--- config.mk ---
export PLATFORM = sky130hd
export DESIGN_NAME = basic_token_lexer_core
export DESIGN_NICKNAME = d
export VERILOG_FILES = /design/src/hw/rtl/btl_pkg.sv /design/src/hw/rtl/basic_token_lexer_core.sv /design/src/hw/rtl/btl_step.sv
export SDC_FILE = /design/constraint.sdc
export NUM_CORES = 1
export LEC_CHECK = 0
export BUFFER_PORTS_ARGS = -buffer_cell sky130_fd_sc_hd__buf_2
export CAP_MARGIN = 20
export CELL_PAD_IN_SITES_DETAIL_PLACEMENT = 2
export CELL_PAD_IN_SITES_GLOBAL_PLACEMENT = 2
export CORE_AREA = 2 2 160 241
export DETAILED_ROUTE_END_ITERATION = 6
export DIE_AREA = 0 0 162 243
export PLACE_DENSITY = 0.7
export SYNTH_ARGS = -nofsm -noshare
export SYNTH_HDL_FRONTEND = slang
export SYNTH_SLANG_ARGS = --single-unit
--- constraint.sdc ---
create_clock -name i_clk -period 6.6 [get_ports i_clk]
set_input_delay 0.66 -clock i_clk [delete_from_list [all_inputs] [get_ports i_clk]]
set_output_delay 0.66 -clock i_clk [all_outputs]
set_load 0.02 [all_outputs]
--- src/hw/rtl/btl_pkg.sv ---
// Shared types, character codes, token kinds and keyword table for the BASIC token lexer.
package btl_pkg;

    typedef enum logic [5:0] {
        MODE_IDLE = 6'b000001,
        MODE_OP   = 6'b000010,
        MODE_STR  = 6'b000100,
        MODE_NUM  = 6'b001000,
        MODE_WORD = 6'b010000,
        MODE_ERR  = 6'b100000
    } t_mode;

    localparam logic [4:0] KIND_NEWLINE = 5'd0;
    localparam logic [4:0] KIND_PLUS    = 5'd1;
    localparam logic [4:0] KIND_MINUS   = 5'd2;
    localparam logic [4:0] KIND_STAR    = 5'd3;
    localparam logic [4:0] KIND_SLASH   = 5'd4;
    localparam logic [4:0] KIND_CMP0    = 5'd5;
    localparam logic [4:0] KIND_STRING  = 5'd13;
    localparam logic [4:0] KIND_INT     = 5'd14;
    localparam logic [4:0] KIND_DEC     = 5'd15;
    localparam logic [4:0] KIND_IDENT   = 5'd16;
    localparam logic [4:0] KIND_KEY0    = 5'd17;
    localparam logic [4:0] KIND_END     = 5'd28;
    localparam logic [4:0] KIND_ERROR   = 5'd29;

    localparam logic [2:0] ERR_NONE    = 3'd0;
    localparam logic [2:0] ERR_INVALID = 3'd1;
    localparam logic [2:0] ERR_POINT2  = 3'd2;
    localparam logic [2:0] ERR_LONE    = 3'd3;
    localparam logic [2:0] ERR_OPEN    = 3'd4;

    localparam logic [1:0] OP_BANG = 2'd0;
    localparam logic [1:0] OP_EQ   = 2'd1;
    localparam logic [1:0] OP_LT   = 2'd2;
    localparam logic [1:0] OP_GT   = 2'd3;

    localparam logic [7:0] CH_NL    = 8'h0A;
    localparam logic [7:0] CH_TAB   = 8'h09;
    localparam logic [7:0] CH_VT    = 8'h0B;
    localparam logic [7:0] CH_FF    = 8'h0C;
    localparam logic [7:0] CH_CR    = 8'h0D;
    localparam logic [7:0] CH_SPACE = 8'h20;
    localparam logic [7:0] CH_BANG  = 8'h21;
    localparam logic [7:0] CH_QUOTE = 8'h22;
    localparam logic [7:0] CH_STAR  = 8'h2A;
    localparam logic [7:0] CH_PLUS  = 8'h2B;
    localparam logic [7:0] CH_MINUS = 8'h2D;
    localparam logic [7:0] CH_POINT = 8'h2E;
    localparam logic [7:0] CH_SLASH = 8'h2F;
    localparam logic [7:0] CH_LT    = 8'h3C;
    localparam logic [7:0] CH_EQ    = 8'h3D;
    localparam logic [7:0] CH_GT    = 8'h3E;
    localparam logic [7:0] CH_UNDER = 8'h5F;

    localparam int KW_COUNT = 11;
    localparam int KW_MAX   = 8;

    // Keyword text right-aligned: the first character sits highest.
    localparam logic [8*KW_MAX-1:0] KW_TEXT [KW_COUNT] = '{
        "IF", "LET", "THEN", "GOTO", "LABEL", "PRINT",
        "INPUT", "ENDIF", "WHILE", "REPEAT", "ENDWHILE"
    };
    localparam logic [3:0] KW_LEN [KW_COUNT] = '{
        4'd2, 4'd3, 4'd4, 4'd4, 4'd5, 4'd5, 4'd5, 4'd5, 4'd5, 4'd6, 4'd8
    };

    typedef struct packed {
        t_mode      mode;
        logic       set_op;
        logic [1:0] op;
        logic       seen_dec;
        logic       str;
        logic       zero_len;
        logic       emit;
        logic [4:0] kind;
        logic [2:0] err;
        logic       wr0;
    } t_start;

    function automatic logic is_digit(input logic [7:0] c);
        return (c >= 8'h30) && (c <= 8'h39);
    endfunction

    function automatic logic is_alpha(input logic [7:0] c);
        return ((c >= 8'h41) && (c <= 8'h5A)) || ((c >= 8'h61) && (c <= 8'h7A));
    endfunction

    function automatic logic is_space(input logic [7:0] c);
        return (c == CH_SPACE) || (c == CH_FF) || (c == CH_CR) ||
               (c == CH_TAB) || (c == CH_VT);
    endfunction

    function automatic t_start start_info(input logic [7:0] c);
        t_start s;
        s = '{mode: MODE_IDLE, set_op: 1'b0, op: OP_BANG, seen_dec: 1'b0, str: 1'b0,
              zero_len: 1'b0, emit: 1'b0, kind: KIND_NEWLINE, err: ERR_NONE, wr0: 1'b0};
        case (c)
            CH_NL: begin
                s.emit = 1'b1;
                s.kind = KIND_NEWLINE;
            end
            CH_PLUS: begin
                s.emit = 1'b1;
                s.kind = KIND_PLUS;
            end
            CH_MINUS: begin
                s.emit = 1'b1;
                s.kind = KIND_MINUS;
            end
            CH_STAR: begin
                s.emit = 1'b1;
                s.kind = KIND_STAR;
            end
            CH_SLASH: begin
                s.emit = 1'b1;
                s.kind = KIND_SLASH;
            end
            CH_BANG: begin
                s.set_op = 1'b1;
                s.op     = OP_BANG;
                s.mode   = MODE_OP;
            end
            CH_EQ: begin
                s.set_op = 1'b1;
                s.op     = OP_EQ;
                s.mode   = MODE_OP;
            end
            CH_LT: begin
                s.set_op = 1'b1;
                s.op     = OP_LT;
                s.mode   = MODE_OP;
            end
            CH_GT: begin
                s.set_op = 1'b1;
                s.op     = OP_GT;
                s.mode   = MODE_OP;
            end
            CH_QUOTE: begin
                s.str  = 1'b1;
                s.mode = MODE_STR;
            end
            CH_POINT: begin
                s.seen_dec = 1'b1;
                s.mode     = MODE_NUM;
            end
            default: begin
                if (is_digit(c)) begin
                    s.mode = MODE_NUM;
                end else if (is_alpha(c) || (c == CH_UNDER)) begin
                    s.wr0  = 1'b1;
                    s.mode = MODE_WORD;
                end else if (is_space(c)) begin
                    s.zero_len = 1'b1;
                end else begin
                    s.emit = 1'b1;
                    s.kind = KIND_ERROR;
                    s.err  = ERR_INVALID;
                    s.mode = MODE_ERR;
                end
            end
        endcase
        return s;
    endfunction

endpackage

--- src/hw/rtl/basic_token_lexer_core.sv ---
// Top level of the BASIC token lexer: stream ports, scan core and result queue.
//
//   channel  dir  payload                                        end flag
//   s_axis   in   tdata: source_byte                             tlast: end_marker
//   m_axis   out  tdata: start_offset, token_length, error_code  tlast: last_of_run
//                 tuser: token_kind
//
// One source byte is taken per cycle; its tokens are ready in the queue the next cycle.
// Bytes that give two tokens drain at one token per cycle through a four-entry queue,
// which sets the rate: ready drops while fewer than two entries are free.
// Synchronous active-low reset returns the scan state to the start of a text and
// empties the queue. A stalled output holds its token; input keeps flowing while two entries are free.
module basic_token_lexer_core #(
    parameter int KEYWORD_CHARS = 8,
    parameter int OFFSET_BITS   = 16,
    parameter int LENGTH_BITS   = 8
) (
    input  logic                i_clk,
    input  logic                i_rst_n,
    input  logic                s_axis_tvalid,
    output logic                s_axis_tready,
    input  logic [7:0]          s_axis_tdata,   // [7:0] source_byte
    input  logic                s_axis_tlast,   // end_marker
    output logic                m_axis_tvalid,
    input  logic                m_axis_tready,
    // start_offset, token_length, error_code, zero fill
    output logic [((OFFSET_BITS+LENGTH_BITS+3+7)/8)*8-1:0] m_axis_tdata,
    output logic [7:0]          m_axis_tuser,   // [4:0] token_kind, zero fill
    output logic                m_axis_tlast    // last_of_run
);

    localparam int PAY_W   = OFFSET_BITS + LENGTH_BITS + 3;
    localparam int TDATA_W = ((PAY_W + 7) / 8) * 8;
    localparam int ENT_W   = PAY_W + 6;

    logic [1:0]         res_count;
    logic [ENT_W-1:0]   res0, res1;
    logic               accept, pop;
    logic [2:0]         push;
    logic [2:0]         r_cnt;
    logic [1:0]         r_wp, r_rp;
    logic [ENT_W-1:0]   r_queue [4];
    logic [ENT_W-1:0]   head;

    assign s_axis_tready = (r_cnt <= 3'd2);
    assign accept        = s_axis_tvalid && s_axis_tready;
    assign m_axis_tvalid = (r_cnt != 3'd0);
    assign pop           = m_axis_tvalid && m_axis_tready;
    assign push          = accept ? {1'b0, res_count} : 3'd0;

    btl_step #(
        .KEYWORD_CHARS(KEYWORD_CHARS),
        .OFFSET_BITS  (OFFSET_BITS),
        .LENGTH_BITS  (LENGTH_BITS)
    ) u_step (
        .i_clk    (i_clk),
        .i_rst_n  (i_rst_n),
        .i_accept (accept),
        .i_byte   (s_axis_tdata),
        .i_end    (s_axis_tlast),
        .o_count  (res_count),
        .o_res0   (res0),
        .o_res1   (res1)
    );

    always_ff @(posedge i_clk) begin
        if (!i_rst_n) begin
            r_cnt <= '0;
            r_wp  <= '0;
            r_rp  <= '0;
        end else begin
            r_cnt <= r_cnt + push - {2'b00, pop};
            r_wp  <= r_wp + push[1:0];
            if (pop) begin
                r_rp <= r_rp + 2'd1;
            end
        end
    end

    always_ff @(posedge i_clk) begin
        if (push != 3'd0) begin
            r_queue[r_wp] <= res0;
        end
        if (push == 3'd2) begin
            r_queue[r_wp + 2'd1] <= res1;
        end
    end

    assign head         = r_queue[r_rp];
    assign m_axis_tdata = TDATA_W'(head[PAY_W-1:0]);
    assign m_axis_tuser = {3'b000, head[PAY_W+4:PAY_W]};
    assign m_axis_tlast = head[ENT_W-1];

endmodule

--- src/hw/rtl/btl_step.sv ---
// Lexer state and per-byte scan logic: updates state on each request, forms up to two tokens.
module btl_step #(
    parameter int KEYWORD_CHARS = 8,
    parameter int OFFSET_BITS   = 16,
    parameter int LENGTH_BITS   = 8
) (
    input  logic                                          i_clk,
    input  logic                                          i_rst_n,
    input  logic                                          i_accept,
    input  logic [7:0]                                    i_byte,
    input  logic                                          i_end,
    output logic [1:0]                                    o_count,
    // each result, lowest bit up: start, length, error code, kind, last
    output logic [OFFSET_BITS+LENGTH_BITS+8:0]            o_res0,
    output logic [OFFSET_BITS+LENGTH_BITS+8:0]            o_res1
);

    localparam int KW_IW = $clog2(KEYWORD_CHARS);
    localparam logic [OFFSET_BITS-1:0] OFF_MAX = {OFFSET_BITS{1'b1}};
    localparam logic [LENGTH_BITS-1:0] LEN_MAX = {LENGTH_BITS{1'b1}};

    btl_pkg::t_mode           r_mode, n_mode;
    logic [1:0]               r_op, n_op;
    logic                     r_seen, n_seen;
    logic [LENGTH_BITS-1:0]   r_len, n_len;
    logic [OFFSET_BITS-1:0]   r_start, n_start;
    logic [OFFSET_BITS-1:0]   r_pos, n_pos;
    logic [7:0]               r_word [KEYWORD_CHARS];

    btl_pkg::t_start          si;
    logic                     do_start;
    logic                     wr_en;
    logic [KW_IW-1:0]         wr_idx;
    logic [LENGTH_BITS-1:0]   len_grow;
    logic [OFFSET_BITS-1:0]   pos_inc;
    logic                     num_lone;
    logic [4:0]               num_kind;
    logic [4:0]               kw_kind;
    logic                     kw_hit;
    logic [4:0]               op_kind1;

    logic                     v0, v1;
    logic [4:0]               k0, k1;
    logic [OFFSET_BITS-1:0]   s0, s1;
    logic [LENGTH_BITS-1:0]   l0, l1;
    logic [2:0]               e0, e1;

    always_comb begin
        kw_kind = btl_pkg::KIND_IDENT;
        for (int k = btl_pkg::KW_COUNT - 1; k >= 0; k--) begin
            kw_hit = (32'(r_len) == 32'(btl_pkg::KW_LEN[k]));
            for (int j = 0; j < btl_pkg::KW_MAX; j++) begin
                if (j < int'(btl_pkg::KW_LEN[k])) begin
                    kw_hit = kw_hit && (r_word[j] ==
                        btl_pkg::KW_TEXT[k][(int'(btl_pkg::KW_LEN[k]) - 1 - j) * 8 +: 8]);
                end
            end
            if (kw_hit) begin
                kw_kind = 5'(32'(btl_pkg::KIND_KEY0) + k);
            end
        end
    end

    always_comb begin
        si       = btl_pkg::start_info(i_byte);
        len_grow = (r_len < LEN_MAX) ? r_len + 1'b1 : r_len;
        pos_inc  = (r_pos < OFF_MAX) ? r_pos + 1'b1 : r_pos;
        num_lone = (r_len == LENGTH_BITS'(1)) && r_seen;
        num_kind = r_seen ? btl_pkg::KIND_DEC : btl_pkg::KIND_INT;
        op_kind1 = btl_pkg::KIND_CMP0 + {2'b00, r_op, 1'b0};

        n_mode   = r_mode;
        n_op     = r_op;
        n_seen   = r_seen;
        n_len    = r_len;
        n_start  = r_start;
        n_pos    = r_pos;
        do_start = 1'b0;
        wr_en    = 1'b0;
        wr_idx   = r_len[KW_IW-1:0];

        v0 = 1'b0;
        k0 = btl_pkg::KIND_NEWLINE;
        s0 = r_start;
        l0 = '0;
        e0 = btl_pkg::ERR_NONE;
        v1 = 1'b0;
        k1 = btl_pkg::KIND_NEWLINE;
        s1 = r_start;
        l1 = '0;
        e1 = btl_pkg::ERR_NONE;

        if (i_end) begin
            case (r_mode)
                btl_pkg::MODE_OP: begin
                    v0 = 1'b1;
                    k0 = op_kind1;
                    l0 = LENGTH_BITS'(1);
                end
                btl_pkg::MODE_STR: begin
                    v0 = 1'b1;
                    k0 = btl_pkg::KIND_ERROR;
                    e0 = btl_pkg::ERR_OPEN;
                end
                btl_pkg::MODE_NUM: begin
                    v0 = 1'b1;
                    if (num_lone) begin
                        k0 = btl_pkg::KIND_ERROR;
                        e0 = btl_pkg::ERR_LONE;
                    end else begin
                        k0 = num_kind;
                        l0 = r_len;
                    end
                end
                btl_pkg::MODE_WORD: begin
                    v0 = 1'b1;
                    k0 = kw_kind;
                    l0 = r_len;
                end
                default: begin
                end
            endcase
            if (v0) begin
                v1 = 1'b1;
                k1 = btl_pkg::KIND_END;
                s1 = r_pos;
            end else begin
                v0 = 1'b1;
                k0 = btl_pkg::KIND_END;
                s0 = r_pos;
            end
            n_mode  = btl_pkg::MODE_IDLE;
            n_op    = btl_pkg::OP_BANG;
            n_seen  = 1'b0;
            n_len   = '0;
            n_start = '0;
            n_pos   = '0;
        end else begin
            n_pos = pos_inc;
            case (r_mode)
                btl_pkg::MODE_OP: begin
                    v0 = 1'b1;
                    if (i_byte == btl_pkg::CH_EQ) begin
                        k0     = op_kind1 + 5'd1;
                        l0     = LENGTH_BITS'(2);
                        n_mode = btl_pkg::MODE_IDLE;
                    end else begin
                        k0       = op_kind1;
                        l0       = LENGTH_BITS'(1);
                        do_start = 1'b1;
                    end
                end
                btl_pkg::MODE_STR: begin
                    if (i_byte == btl_pkg::CH_QUOTE) begin
                        v0     = 1'b1;
                        k0     = btl_pkg::KIND_STRING;
                        l0     = r_len;
                        n_mode = btl_pkg::MODE_IDLE;
                    end else begin
                        n_len = len_grow;
                    end
                end
                btl_pkg::MODE_NUM: begin
                    if (btl_pkg::is_digit(i_byte)) begin
                        n_len = len_grow;
                    end else if (i_byte == btl_pkg::CH_POINT) begin
                        if (r_seen) begin
                            v0     = 1'b1;
                            k0     = btl_pkg::KIND_ERROR;
                            s0     = r_pos;
                            e0     = btl_pkg::ERR_POINT2;
                            n_mode = btl_pkg::MODE_ERR;
                        end else begin
                            n_seen = 1'b1;
                            n_len  = len_grow;
                        end
                    end else if (num_lone) begin
                        v0     = 1'b1;
                        k0     = btl_pkg::KIND_ERROR;
                        e0     = btl_pkg::ERR_LONE;
                        n_mode = btl_pkg::MODE_ERR;
                    end else begin
                        v0       = 1'b1;
                        k0       = num_kind;
                        l0       = r_len;
                        do_start = 1'b1;
                    end
                end
                btl_pkg::MODE_WORD: begin
                    if (btl_pkg::is_alpha(i_byte) || btl_pkg::is_digit(i_byte) ||
                        (i_byte == btl_pkg::CH_UNDER)) begin
                        wr_en = (32'(r_len) < KEYWORD_CHARS);
                        n_len = len_grow;
                    end else begin
                        v0       = 1'b1;
                        k0       = kw_kind;
                        l0       = r_len;
                        do_start = 1'b1;
                    end
                end
                btl_pkg::MODE_ERR: begin
                end
                default: begin
                    do_start = 1'b1;
                end
            endcase

            if (do_start) begin
                n_mode  = si.mode;
                n_start = si.str ? pos_inc : r_pos;
                n_len   = (si.str || si.zero_len) ? '0 : LENGTH_BITS'(1);
                n_seen  = si.seen_dec;
                if (si.set_op) begin
                    n_op = si.op;
                end
                if (si.wr0) begin
                    wr_en  = 1'b1;
                    wr_idx = '0;
                end
                if (si.emit) begin
                    if (v0) begin
                        v1 = 1'b1;
                        k1 = si.kind;
                        s1 = r_pos;
                        l1 = (si.kind == btl_pkg::KIND_ERROR) ? '0 : LENGTH_BITS'(1);
                        e1 = si.err;
                    end else begin
                        v0 = 1'b1;
                        k0 = si.kind;
                        s0 = r_pos;
                        l0 = (si.kind == btl_pkg::KIND_ERROR) ? '0 : LENGTH_BITS'(1);
                        e0 = si.err;
                    end
                end
            end
        end
    end

    assign o_count = v1 ? 2'd2 : (v0 ? 2'd1 : 2'd0);
    assign o_res0  = {~v1, k0, e0, l0, s0};
    assign o_res1  = {1'b1, k1, e1, l1, s1};

    always_ff @(posedge i_clk) begin
        if (!i_rst_n) begin
            r_mode  <= btl_pkg::MODE_IDLE;
            r_op    <= btl_pkg::OP_BANG;
            r_seen  <= 1'b0;
            r_len   <= '0;
            r_start <= '0;
            r_pos   <= '0;
        end else if (i_accept) begin
            r_mode  <= n_mode;
            r_op    <= n_op;
            r_seen  <= n_seen;
            r_len   <= n_len;
            r_start <= n_start;
            r_pos   <= n_pos;
        end
    end

    always_ff @(posedge i_clk) begin
        if (i_accept && wr_en) begin
            r_word[wr_idx] <= i_byte;
        end
    end

endmodule

# Word-level counts from Yosys, hierarchy flattened
# Memory sizes are Yosys's and may differ from the RTL's. A register that Yosys moved wholly into a read port is not among the register bits.
# Cells that the tools add are included.
# Widths: inputs -> output; s select.
totals:
  ff_bits: 56
  ram_bits: 196
  in_bits: 13
  output_inout_bits: 43
  n_memories: 2
classes:
  addsub: 9
  n_lt_le_gt_ge: 10
  eq_ne: 79
  muxes: 164
  n_bitwise: 1
  n_reduce_logical: 87
memory_table:
  columns: ["name", "words", "word_bits", "rd", "rd_clocked_by_memory_dff", "wr", "line_no", "source"]
  rows:
  - ["r_queue", 4, 33, 1, 1, 2, "basic_token_lexer_core.sv:42", "logic [ENT_W-1:0] r_queue [4];"]
  - ["u_step.r_word", 8, 8, 8, 0, 1, "btl_step.sv:28", "logic [7:0] r_word [KEYWORD_CHARS];"]
ops:
  columns: ["cell", "n"]
  rows:
  - ["$eq 8x7->1 const B", 39]
  - ["$mux 16", 19]
  - ["$mux 8", 21]
  - ["$eq 8x6->1 const B", 11]
  - ["$mux 5", 16]
  - ["$mux 6", 11]
  - ["$logic_and 1x1->1", 59]
  - ["$mux 4", 13]
  - ["$eq 8x4->1 const B", 6]
  - ["$pmux 8 s3", 2]
  - ["$mux 1", 45]
  - ["$mux 3", 14]
  - ["$pmux 5 s4", 2]
  - ["$pmux 6 s6", 1]
  - ["$pmux 8 s4", 1]
  - ["$eq 8x3->1 const B", 3]
  - ["$pmux 6 s4", 1]
  - ["$mux 2", 10]
  - ["$pmux 6 s3", 1]
  - ["$add 16x1->16 const B", 1]
  - ["$eq 8x2->1 const B", 2]
  - ["$ge 8x7->1 const B", 2]
  - ["$le 8x7->1 const B", 2]
  - ["$lt 16x16->1 const B", 1]
  - ["other kinds (47)", 67]

# Depth between registers and ports, before layout
# An unclocked memory read counts as a cell.
depth:
  depth_word: 27
  mapped_depth: 16
  mapped_depth_nobuf: 14

# Cells and area by module
# From an unflattened synthesis, not the netlist that was laid out.
unflattened:
  cells_unflattened: 1153
  area_unflattened_um2: 14124.8
modules_own_cells:
  columns: ["module", "n_inst", "cells_per_inst", "area_per_inst_um2", "seq_area_each_um2"]
  rows:
  - ["btl_step", 1, 761, 7071.8, 2902.8]
  - ["basic_token_lexer_core", 1, 392, 7053.0, 4144.0]

# Least setup slack after synthesis
# Ideal clock, no wire load.
synth_timing:
  path_kind: "input port to flip-flop"
  start: "in s_axis_tdata[4]"
  end: "mem r_queue[3][0] (netlist bit) (enable)"
  setup_ns: 0.380
  t_arrival_ns: 3.541
  t_required_ns: 6.220
  path_slack_ns: 2.679
  stages: 11
  path_buffers: 4
  cell_sequence: "buf_2 > or3b_2 > or4_4 > o22ai_2 > or3_1 > buf_6 > a31oi_4 > or3_1 > buf_6 > buf_2 > nand2_1"
synth_rtl:
  columns: ["element", "line_no", "source"]
  rows:
  - ["start, declared", "basic_token_lexer_core.sv:22", "input logic [7:0] s_axis_tdata,"]
  - ["end, declared", "basic_token_lexer_core.sv:42", null]

==> key figures <==
Clocking
  • Clock buffer depth: 3
  • CTS tree: built
  • CTS sink count: 254
  • Clock Pin Slew Worst Setup and Hold Paths: 70 ps
  • CTS Root Cell: clkbuf_16
  • Worst-Skew Late Latency: 550 ps
  • Post-CTS setup buffer count: 0
  • Cts hold-fix bufs: 0
  • CTS H-tree depth: 1
  • TritonCTS buffer count: 26
  • # resized after CTS: 0

Synth
  • Synth cell count leaders: 156 x edfxtp_1, 98 x dfxtp_1, 79 x nand2_1, 70 x a22o_1, 66 x o21ai_0
  • Syn Area/Cell: 11.1 um^2
  • Syn Inst Count: 1166
  • Synth top area cells: edfxtp_1 36%, dfxtp_1 15%, mux4_2 5.8%
  • Synth Flop Type: edfxtp_1
  • Seq/Total Area, Yosys: 0.515
  • Most common cell in the netlist: edfxtp_1
  • Synth Area in XOR/XNOR: 0.0156
  • Area share of the largest cell type after synthesis: 0.363
  • Number of synthesized flops with an enable pin: 156
  • Syn. warnings: 0
  • Synth async-reset ratio: 0
  • Yosys cell types: 90
  • Adder-cell share of the synthesized area: 0.0112
  • Combinational family with the most area after synthesis: simple AND/OR/NAND/NOR gates
  • Post-synthesis compound-gate area fraction: 0.169
  • FF+latch count, synth: 254
  • Synth Area in Simple Gates: 0.190
  • Cell Area, Synth: 12900 um^2
  • Post-synth top area cell: edfxtp_1
  • Mux share of post-synthesis cell area: 0.0615

Timing
  • Hold Slack: 469 ps
  • Final period utilization: 0.669
  • Slew @ Worst Pin: 982 ps
  • RSZ-0062 raised after global routing: false
  • Final Hold Viols: 0
  • Minimum clock period: 4410 ps
  • Max Slew Vio Count: 0
  • Setup Skew: 7.49 ps
  • Fmax: 0.227 GHz
  • Final setup viols: 0
  • Max_slew headroom: 0.336
  • Setup TNS: 0 ps

Die
  • # rows: 87
  • Initial core utilization: 0.347
  • Die X: 162 um
  • Area of the core: 37200 um^2
  • Die ar.: 39400 um^2
  • Chip height: 243 um
  • IO Count: 56

Placement
  • Placed cell count: 1637
  • Global placer's final weighted congestion: 0.906
  • Dpl hpwl: 31000 um
  • IO buf count: 47

Detailed routing
  • ANT nets after route: 0
  • DRT iter0 DRCs: 544
  • Vias per cell: 5.86
  • Wire length per cell: 25.4 um
  • First-pass DRT Iterations: 4
  • Routed Wire Length: 42800 um
  • DR vias: 9879
  • Residual DRC: 0

Final layout
  • Area Growth Syn to Fin: 11.8%
  • Finished Layout Cells: 1686
  • Total Nets Final: 1202
  • Fraction of layout cells with a size suffix above 1: 0.150
  • ANT cells: 0

Power and ir drop
  • Cell-internal power: 2.98 mW
  • Power Density: 292 nW/um^2
  • Comb power frac: 0.201
  • Net Sw Frac: 0.293
  • Reg power frac: 0.434
  • Psw: 1.23 mW
  • Leak pwr: 4.59 nW
  • VDD IR max: 0.000219 V
  • Clock power frac: 0.365

Global route
  • GRT Util Overall: 0.214
  • Vias in the first global route: 10760
  • Largest net degree at the start of global routing: 60
  • First-pass GRT wire length: 64900 um
  • GRT overflow: 0
  • Initial antenna violation count: 0

Setup path
  • Worst R2R Path Depth: 8
  • Data required time at the worst endpoint: 7010 ps
  • Critical Path AT: 4820 ps
  • CP endpoint kind: flop
  • Reg-to-Reg End: r_queue[0][2]
  • Reg-to-reg setup timing slack: 2190 ps
  • Critical path class: reg -> reg
  • Reg2Reg Launch Point: u_step.r_mode[5]
  • Worst Path Max Fanout: 27
  • CP Launch Type: flop

Min path
  • Hold Path Class: reg -> reg
  • Hold Path End: r_queue[1][17]
  • HP Start: r_queue[1][17]
  • Hold Crit Depth: 1

Outcome
  • Status: finished, final reports clean

Flow run
  • Maxcap violations: 0
how the worst max path moves through the flow:
stage / startpoint / endpoint / slack, ps
floorplan: s_axis_tdata[4] / r_queue[3][0] / 2680
global placement: s_axis_tdata[1] / r_queue[3][14] / 1710
detailed placement: s_axis_tdata[2] / r_queue[3][10] / 1500
CTS: u_step.r_mode[5] / r_queue[3][10] / 1790
global route: u_step.r_mode[5] / r_cnt[2] / 1960
finish: u_step.r_mode[5] / r_queue[0][2] / 2190
through the flow:
step / setup WS [ps] / instance area (um^2) / total power, mW / util
final: 2190 / 14400 / 4.21 / 0.388
after global routing: 1960 / 14400 / 4.38 / 0.388
after CTS: 1790 / 14400 / 4.26 / 0.387
after detailed placement: 1500 / 13500 / 2.72 / 0.363
after global placement: 1710 / 13500 / 2.70 / 0.362
after floorplan: 2680 / 12900 / 2.44 / -
cell families after synthesis:
logic type	Yosys count
xor gates and xnor gates	23
muxes	38
DFF	254
AOI/OAI and AO/OA	304
adders and majority gates	11
and+or+nand+nor	428
buffers and inverters	107
other	1
flip-flops by register name, summed over array words and instances, names as in the netlist, named ones only:
register,count
r_cnt,3
r_queue,132
r_rp,2
r_wp,2
u_step.r_len,8
u_step.r_mode,6
u_step.r_op,2
u_step.r_pos,16
u_step.r_seen,1
u_step.r_start,16
u_step.r_word,64
critical path, stage by stage, from the launching register on:
cell      delay [ps]
dfxtp_1          380
nor4_2           510
nand2_1          320
a211oi_1         890
or3_1            410
a211o_4          260
nand2_2          360
o21ai_2          880
a22o_1           250
cells in the final DEF, fill, tap and decap left out, drive strengths merged, types with 8 or more instances in the layout:
cell type and n:
a31oi 10, nor4b 10, dfxtp 98, buf 66, xor2 11, and3 11, clkinv 9, o21ai 73
nand2b 8, nand3 64, nor4 24, or3 15, a21oi 38, a22oi 13, mux4 33, o21a 8
ha 10, and2 23, edfxtp 156, nor2b 22, a21boi 15, conb 8, a22o 70, clkbuf 33
xnor2 12, or4 12, nor3 27, inv 16, o22ai 30, nand2 84, nor2 65, nand4 23
layer usage:
metal  up-vias  wire (um)  global-route usage
li1       4546          -                   -
met1      5040      16100               0.233
met2       200      23400               0.411
met3        93       1190              0.0197
met4         0       2030              0.0999
met5         -          0                   0
power groups by stage:
stage | registers, mW | logic (mW) | clock network, mW
6_report | 1.83 | 0.846 | 1.53
5_1_grt | 1.84 | 0.926 | 1.62
3_3_place_gp | 1.86 | 0.841 | 0
2_1_floorplan | 1.83 | 0.601 | 0
4_1_cts | 1.83 | 0.863 | 1.57
3_5_place_dp | 1.86 | 0.859 | 0
area by class of cell:
type | instances | area, um^2
Multi-Input combinational cell | 812 | 5810
Sequential cell | 254 | 6650
Tap cell | 489 | 612
Clock inverter | 15 | 179
Inverter | 17 | 63.8
Fill cell | 3965 | 22800
Timing Repair Buffer | 67 | 423
Clock buffer | 32 | 694
No activity file was read; power rests on OpenSTA's default activity.
